$ cat config.mk
export PLATFORM = sky130hd
export DESIGN_NAME = logic_trace_waveform_pixels_top
export DESIGN_NICKNAME = d
export VERILOG_FILES = /design/src/rtl/ltwp_pkg.sv /design/src/rtl/ltwp_ram.sv /design/src/rtl/logic_trace_waveform_pixels_top.sv
export SDC_FILE = /design/constraint.sdc
export NUM_CORES = 2
export LEC_CHECK = 0
export BUFFER_PORTS_ARGS = -buffer_cell sky130_fd_sc_hd__buf_2
export CORE_MARGIN = 5
export CORE_UTILIZATION = 25
export CTS_CLUSTER_DIAMETER = 50
export DETAILED_ROUTE_END_ITERATION = 8
export PLACE_DENSITY_LB_ADDON = 0.25
export SYNTH_ARGS = -nofsm -noshare
export SYNTH_HDL_FRONTEND = slang
export SYNTH_HIERARCHICAL = 1
export SYNTH_SLANG_ARGS = --single-unit
export TNS_END_PERCENT = 5
$ cat constraint.sdc
create_clock -name clk_i -period 3.5 [get_ports clk_i]
set_input_delay 0.35 -clock clk_i [delete_from_list [all_inputs] [get_ports clk_i]]
set_output_delay 0.35 -clock clk_i [all_outputs]
set_load 0.005 [all_outputs]
$ cat src/rtl/ltwp_pkg.sv
// package for the logic trace waveform pixel block: codes, level rows and colours
`default_nettype none

package ltwp_pkg;

  localparam int unsigned SampleDepthDef = 256;

  localparam int unsigned ColW   = 9;
  localparam int unsigned RowW   = 8;
  localparam int unsigned PixW   = 16;
  localparam int unsigned NumCh  = 4;
  localparam int unsigned OpW    = 2;

  localparam logic [ColW-1:0] FirstColumnRst = 9'd70;

  typedef enum logic [OpW-1:0] {
    OP_CLEAR   = 2'd0,
    OP_CAPTURE = 2'd1,
    OP_QUERY   = 2'd2
  } op_e;

  // per channel: select, clock, data out, data in
  localparam logic [RowW-1:0] HiRow [NumCh] = '{8'd55, 8'd100, 8'd145, 8'd190};
  localparam logic [RowW-1:0] LoRow [NumCh] = '{8'd70, 8'd115, 8'd160, 8'd205};

  localparam logic [PixW-1:0] ColBlack = 16'h0000;
  localparam logic [PixW-1:0] ChanColor [NumCh] =
    '{16'h00F8, 16'hE0FF, 16'hE007, 16'hFF07};

endpackage

`default_nettype wire

$ cat src/rtl/ltwp_ram.sv
// generic single write port ram with registered read
`default_nettype none

module ltwp_ram #(
  parameter int unsigned Width = 8,
  parameter int unsigned Depth = 256
) (
  input  wire logic                     clk_i,
  input  wire logic                     we_i,
  input  wire logic [$clog2(Depth)-1:0] waddr_i,
  input  wire logic [Width-1:0]         wdata_i,
  input  wire logic                     re_i,
  input  wire logic [$clog2(Depth)-1:0] raddr_i,
  output logic      [Width-1:0]         rdata_o
);

  logic [Width-1:0] mem_q [Depth];
  logic [Width-1:0] rdata_q;

  always_ff @(posedge clk_i) begin
    if (we_i) begin
      mem_q[waddr_i] <= wdata_i;
    end
    if (re_i) begin
      rdata_q <= mem_q[raddr_i];
    end
  end

  assign rdata_o = rdata_q;

endmodule

`default_nettype wire

$ cat src/rtl/logic_trace_waveform_pixels_top.sv
// top level of the logic trace capture and waveform pixel generator
// a query beat's pixel passes the query stage register, then the output register, before it shows on the master side
// throughput: one beat per cycle of any kind; a ram entry holds the previous sample too,
// so a query needs one ram read. a result beat held by the master side stalls the input
// clear and capture beats give no result beat
// reset: sample count cleared, first column back to 70; the sample ram is not cleared
`default_nettype none

module logic_trace_waveform_pixels_top
  import ltwp_pkg::*;
#(
  parameter int unsigned SAMPLE_DEPTH = SampleDepthDef
) (
  input  wire logic            clk_i,
  input  wire logic            rst_ni,
  // configuration write channel: first column
  input  wire logic            cfg_valid_i,
  output logic                 cfg_ready_o,
  input  wire logic [ColW-1:0] cfg_data_i,
  // slave side
  input  wire logic            s_axis_tvalid,
  output logic                 s_axis_tready,
  // [0] select, [1] clock, [2] data out, [3] data in, [12:4] column, [20:13] row
  input  wire logic [23:0]     s_axis_tdata,
  // [1:0] opcode
  input  wire logic [OpW-1:0]  s_axis_tuser,
  // master side
  output logic                 m_axis_tvalid,
  input  wire logic            m_axis_tready,
  // [15:0] pixel colour
  output logic [PixW-1:0]      m_axis_tdata
);

  localparam int unsigned AddrW = $clog2(SAMPLE_DEPTH);
  localparam int unsigned CntW  = $clog2(SAMPLE_DEPTH + 1);
  localparam int unsigned EntW  = 2 * NumCh;

  logic [ColW-1:0]  first_col_q;
  logic [CntW-1:0]  count_q, count_d;
  logic [NumCh-1:0] last_q;

  logic             q_vld_q, hit_q;
  logic [RowW-1:0]  row_q;
  logic             out_vld_q;
  logic [PixW-1:0]  out_pix_q, pix_d;

  logic             adv, s_fire;
  op_e              op;
  logic [NumCh-1:0] smp;
  logic [ColW-1:0]  col, s_idx;
  logic [RowW-1:0]  row;
  logic             cap_we, rd_en, hit_d;
  logic [EntW-1:0]  wr_ent, rd_ent;

  assign cfg_ready_o = 1'b1;

  always_ff @(posedge clk_i or negedge rst_ni) begin
    if (!rst_ni) begin
      first_col_q <= FirstColumnRst;
    end else if (cfg_valid_i) begin
      first_col_q <= cfg_data_i;
    end
  end

  // the whole pipe moves unless a result beat is waiting
  assign adv           = !out_vld_q || m_axis_tready;
  assign s_axis_tready = adv;
  assign s_fire        = s_axis_tvalid && adv;

  assign op  = op_e'(s_axis_tuser);
  assign smp = s_axis_tdata[NumCh-1:0];
  assign col = s_axis_tdata[NumCh +: ColW];
  assign row = s_axis_tdata[NumCh+ColW +: RowW];

  // each entry keeps the previous sample beside the current one
  assign wr_ent = (count_q == '0) ? {smp, smp} : {last_q, smp};
  assign cap_we = s_fire && (op == OP_CAPTURE) && (count_q < CntW'(SAMPLE_DEPTH));

  assign s_idx  = col - first_col_q;
  assign hit_d  = (col >= first_col_q) && (s_idx < ColW'(count_q));
  assign rd_en  = s_fire && (op == OP_QUERY);

  always_comb begin
    count_d = count_q;
    if (s_fire) begin
      case (op)
        OP_CLEAR:   count_d = '0;
        OP_CAPTURE: if (cap_we) count_d = count_q + 1'b1;
        default:    count_d = count_q;
      endcase
    end
  end

  always_ff @(posedge clk_i or negedge rst_ni) begin
    if (!rst_ni) begin
      count_q <= '0;
    end else begin
      count_q <= count_d;
    end
  end

  always_ff @(posedge clk_i) begin
    if (cap_we) begin
      last_q <= smp;
    end
  end

  ltwp_ram #(
    .Width (EntW),
    .Depth (SAMPLE_DEPTH)
  ) u_ram (
    .clk_i   (clk_i),
    .we_i    (cap_we),
    .waddr_i (count_q[AddrW-1:0]),
    .wdata_i (wr_ent),
    .re_i    (rd_en),
    .raddr_i (s_idx[AddrW-1:0]),
    .rdata_o (rd_ent)
  );

  always_ff @(posedge clk_i or negedge rst_ni) begin
    if (!rst_ni) begin
      q_vld_q <= 1'b0;
    end else if (adv) begin
      q_vld_q <= rd_en;
    end
  end

  always_ff @(posedge clk_i) begin
    if (rd_en) begin
      hit_q <= hit_d;
      row_q <= row;
    end
  end

  // later channels win where spans meet
  always_comb begin
    logic [RowW-1:0] ra, rb;
    pix_d = ColBlack;
    ra    = '0;
    rb    = '0;
    for (int ch = 0; ch < NumCh; ch++) begin
      ra = rd_ent[ch]         ? HiRow[ch] : LoRow[ch];
      rb = rd_ent[NumCh + ch] ? HiRow[ch] : LoRow[ch];
      if ((row_q == ra) || (row_q == rb) ||
          ((ra != rb) && (row_q >= HiRow[ch]) && (row_q <= LoRow[ch]))) begin
        pix_d = ChanColor[ch];
      end
    end
    if (!hit_q) begin
      pix_d = ColBlack;
    end
  end

  always_ff @(posedge clk_i or negedge rst_ni) begin
    if (!rst_ni) begin
      out_vld_q <= 1'b0;
    end else if (adv) begin
      out_vld_q <= q_vld_q;
    end
  end

  always_ff @(posedge clk_i) begin
    if (adv && q_vld_q) begin
      out_pix_q <= pix_d;
    end
  end

  assign m_axis_tvalid = out_vld_q;
  assign m_axis_tdata  = out_pix_q;

  a_count_bound: assert property (@(posedge clk_i) disable iff (!rst_ni)
    count_q <= CntW'(SAMPLE_DEPTH))
    else $error("sample count past depth");

  a_no_result_for_other: assert property (@(posedge clk_i) disable iff (!rst_ni)
    (s_fire && (op != OP_QUERY)) |=> !q_vld_q)
    else $error("result staged for a non-query beat");

  a_empty_is_miss: assert property (@(posedge clk_i) disable iff (!rst_ni)
    (rd_en && (count_q == '0)) |=> !hit_q)
    else $error("hit on an empty trace");

endmodule

`default_nettype wire
==> impl_metrics.env <==
export IMPL_fin_skew_ns=0.0562
export IMPL_placedInstanceArea_um2=93400
export IMPL_ys_types=85
export IMPL_sequentialPowerShare_pct=44.2
export IMPL_clock_buffer_count_from_cts=230
export IMPL_power_net_switching_mw=17.4
export IMPL_grt_use_total_pct=13.7
export IMPL_setup_worst_path_end_class="flip-flop"
export IMPL_synth_fa_ha_area_share_pct=0.314
export IMPL_global_route_usage_met1_pct=18.4
export IMPL_setup_violations_final=8
export IMPL_synth_top_family_by_area="multiplexers"
export IMPL_cellInternalPower_mw=47.5
export IMPL_first_iter_violations=3667
export IMPL_die_area_um2=340000
export IMPL_synthesis_area_per_instance_um2=20.6
export IMPL_dp_cells=8898
export IMPL_total_via_count_after_detailed_routing=43000
export IMPL_pwr_density_cell_nw_per_um2=632
export IMPL_wire_length_of_the_first_global_routing_pass_um=341000
export IMPL_syn_to_final_growth_pct=25.0
export IMPL_synthSimpleGateAreaFrac_pct=3.10
export IMPL_clkPwrFrac_pct=36.1
export IMPL_synth_top_flop_cell="edfxtp_1"
export IMPL_final_core_util_pct=31.4
export IMPL_io_pins=59
export IMPL_firstDrtPassIters=5
export IMPL_initial_utilization_pct=25.1
export IMPL_cts_htree_levels=4
export IMPL_place_gp_congestion=0.823
export IMPL_max_freq_mhz=253
export IMPL_grt_remaining_overflow=0
export IMPL_fp_dieW_um=583
export IMPL_worstSetupPathType="flip-flop to flip-flop"
export IMPL_use_met3_pct=2.20
export IMPL_cp_arrival_ns=4.54
export IMPL_die_height_um=583
export IMPL_postSynthRegisterBits=2092
export IMPL_run_status="finished with violations"
export IMPL_p_leak_nw=33.0
export IMPL_hp_class="input port to flip-flop"
export IMPL_postRouteWirelength_um=239000
export IMPL_first_global_vias=45100
export IMPL_synth_warnings=6
export IMPL_finalWorstSetupSlack_ns=-0.446
export IMPL_timing_final_crit_share_pct=113
export IMPL_synthMostInstantiatedCell="edfxtp_1"
export IMPL_drc_errors=0
export IMPL_post_synth_instance_area_um2=82100
export IMPL_worst_skew_pair_late_latency_ns=0.88
export IMPL_timing_setup_tns_ns=-3.08
export IMPL_number_of_antenna_violations_at_the_first_check_in_global_routing=6
export IMPL_share_of_cells_above_drive_strength_1_pct=35.6
export IMPL_detail_route_wl_per_cell_um=25.4
export IMPL_total_power_mw=64.9
export IMPL_slew_limit_headroom_pct=29.5
export IMPL_synth_compound_area_share_pct=3.77
export IMPL_io_buffer_count=54
export IMPL_clkSlewWorstSetupHoldPaths_ns=0.06
export IMPL_nNetsFinal=4942
export IMPL_postSynthCellCount=3985
export IMPL_mappedNetlistNets=4045
export IMPL_max_slew_worst_pin_slew_ns=1.05
export IMPL_violations="setup timing"
export IMPL_clock_root_buffer="clkbuf_16"
export IMPL_synth_xor_xnor_area_share_pct=0.0960
export IMPL_switching_share_pct=26.8
export IMPL_cap_violations=0
export IMPL_row_count=210
export IMPL_synth_top_cells_by_count="edfxtp_1 (2072), mux4_2 (454), nor2_1 (296)"
export IMPL_combPwrFrac_pct=19.7
export IMPL_peakVddDrop_mv=0.440
export IMPL_cts_root_to_sink_buffers=4
export IMPL_pre_cts_slack_ns=-1.42
export IMPL_timing_hold_violations_final=0
export IMPL_detailed_place_hpwl_um=158000
export IMPL_critical_path_max_fanout=8
export IMPL_worst_hold_slack_ns=0.131
export IMPL_yosys_top_cells_area="edfxtp_1 (76%), mux4_2 (12%), mux2i_1 (1.6%), nor2_1 (1.4%), a22oi_1 (1.2%)"
export IMPL_floorplan_core_area_um2=327000
export IMPL_grt_use_met2_pct=23.0
export IMPL_timing_final_crit_period_ns=3.95
export IMPL_grt_setup_unrepaired="yes"
export IMPL_tritoncts_clock_tree="built"
export IMPL_globalRoute_busiestLayer="met2"
export IMPL_synth_seq_area_share_pct=76.4
export IMPL_synth_top_area_cell="edfxtp_1"
export IMPL_critical_path_startpoint_type="flip-flop"
export IMPL_maxSlewViolCount=0
export IMPL_synth_top_area_share_pct=75.8
export IMPL_pin_count_of_the_biggest_net_entering_global_routing=140
export IMPL_synth_area_mux_share_pct=14.3
export IMPL_number_of_enable_type_register_cells_in_the_synthesized_netlist=2072
export IMPL_cts_sinks=2092
export IMPL_asr_flop_ratio_synth_pct=0.956
export IMPL_postLayoutCellArea_um2=103000
export IMPL_critical_path_required_ns=4.09
export IMPL_finish_cell_count_without_fillers=9417
export IMPL_drt_vias_per_instance=4.57
export IMPL_route_antenna_remaining_nets=0
path summary, 6_finish.rpt:
check / end / start / slack (ns) / cells after the start
worst max-delay path: u_ram/rdata_o[4]$_DFFE_PP_ / first_col_q[1]$_DFFE_PN1P_ / -0.45 / 12
worst min-delay path: hit_q$_DFFE_PP_ / s_axis_tdata[11] / 0.13 / 5
worst max register to register: u_ram/rdata_o[4]$_DFFE_PP_ / first_col_q[1]$_DFFE_PN1P_ / -0.45 / 12
worst min register to register: m_axis_tvalid$_DFFE_PN0N_ / q_vld_q$_DFFE_PN0N_ / 0.47 / 2
max in group asynchronous: count_q[1]$_DFFE_PN0P_ / rst_ni / 1.44 / 4
min in group asynchronous: first_col_q[6]$_DFFE_PN1P_ / rst_ni / 0.60 / 3
cells in the final DEF, fill, tap and decap left out, types with 14 or more instances in the layout:
cell	n
clkinv_1	47
mux4_2	455
buf_12	97
inv_1	24
nand3_1	34
nor3_1	18
mux2i_1	135
a22oi_2	14
a211oi_1	15
a21oi_1	84
dfrtp_1	17
o21ai_0	27
nor2b_1	30
nand2_1	54
a22oi_1	119
o221ai_2	14
buf_2	50
clkinvlp_4	17
nor2_1	290
clkbuf_1	43
nand4_1	15
edfxtp_1	2072
clkinv_2	36
buf_4	692
bufinv_16	17
dlygate4sd3_1	48
ha_1	17
clkbuf_16	234
o221ai_1	33
o22ai_1	26
routing by layer:
layer / vias to the layer above / share of wire [%]
met5: - / 0.011
met4: 4 / 2.7
met3: 311 / 4.8
met2: 1007 / 49
met1: 23200 / 43
li1: 18400 / -
flip-flops by register name, indices dropped and copies added (netlist names):
name	flops
last_q	4
first_col_q	9
u_ram/rdata_o	8
row_q	8
count_q	9
m_axis_tvalid	1
u_ram/mem_q	2048
hit_q	1
q_vld_q	1
m_axis_tdata	3
cell families (layout without fill, tap and decap cells):
kind of cell,count (synthesis),count (layout)
fa+ha+maj,20,20
flops,2092,2092
simple gates,544,544
mux,598,598
xor+xnor,9,9
buf+inv,279,1361
other cells,1,5
compound gates,442,442
critical path, stage by stage, from the launching register on:
cell and delay, ns:
dfstp_2 0.54, inv_4 0.05, fa_4 0.80, buf_12 0.17, buf_12 0.17, buf_16 0.15
buf_12 0.12, mux4_2 0.30, mux4_2 0.49, nor2b_4 0.17, nor4_4 0.45, buf_4 0.21
nor4_4 0.03
power groups by stage:
stage,logic [mW],registers [mW],clock network (mW)
5_1_grt,13.5,28.6,25.1
2_1_floorplan,5.57,29.3,0
4_1_cts,12.6,28.7,24.1
3_5_place_dp,11.9,29.2,0
3_3_place_gp,11.8,29.2,0
6_report,12.8,28.7,23.5
final cells by class:
cell class / instances / area (µm²)
antenna: 4 / 10.0
clock buffer: 279 / 6020
clock inverter: 138 / 1230
fill: 31600 / 225000
inverter: 28 / 115
multi-input combinational: 1614 / 18600
sequential: 2092 / 62700
tap: 4346 / 5440
timing repair buffer: 916 / 8450
timing repair:
item,in CTS,in global routing
setup buffers,24,18
gates resized for setup,83,76
gates cloned,6,2
setup endpoints to repair,9,9
pin swaps,15,26
hold buffers,48,0
endpoints found under the hold margin,169,0
Power figures use the tool's default switching activity.
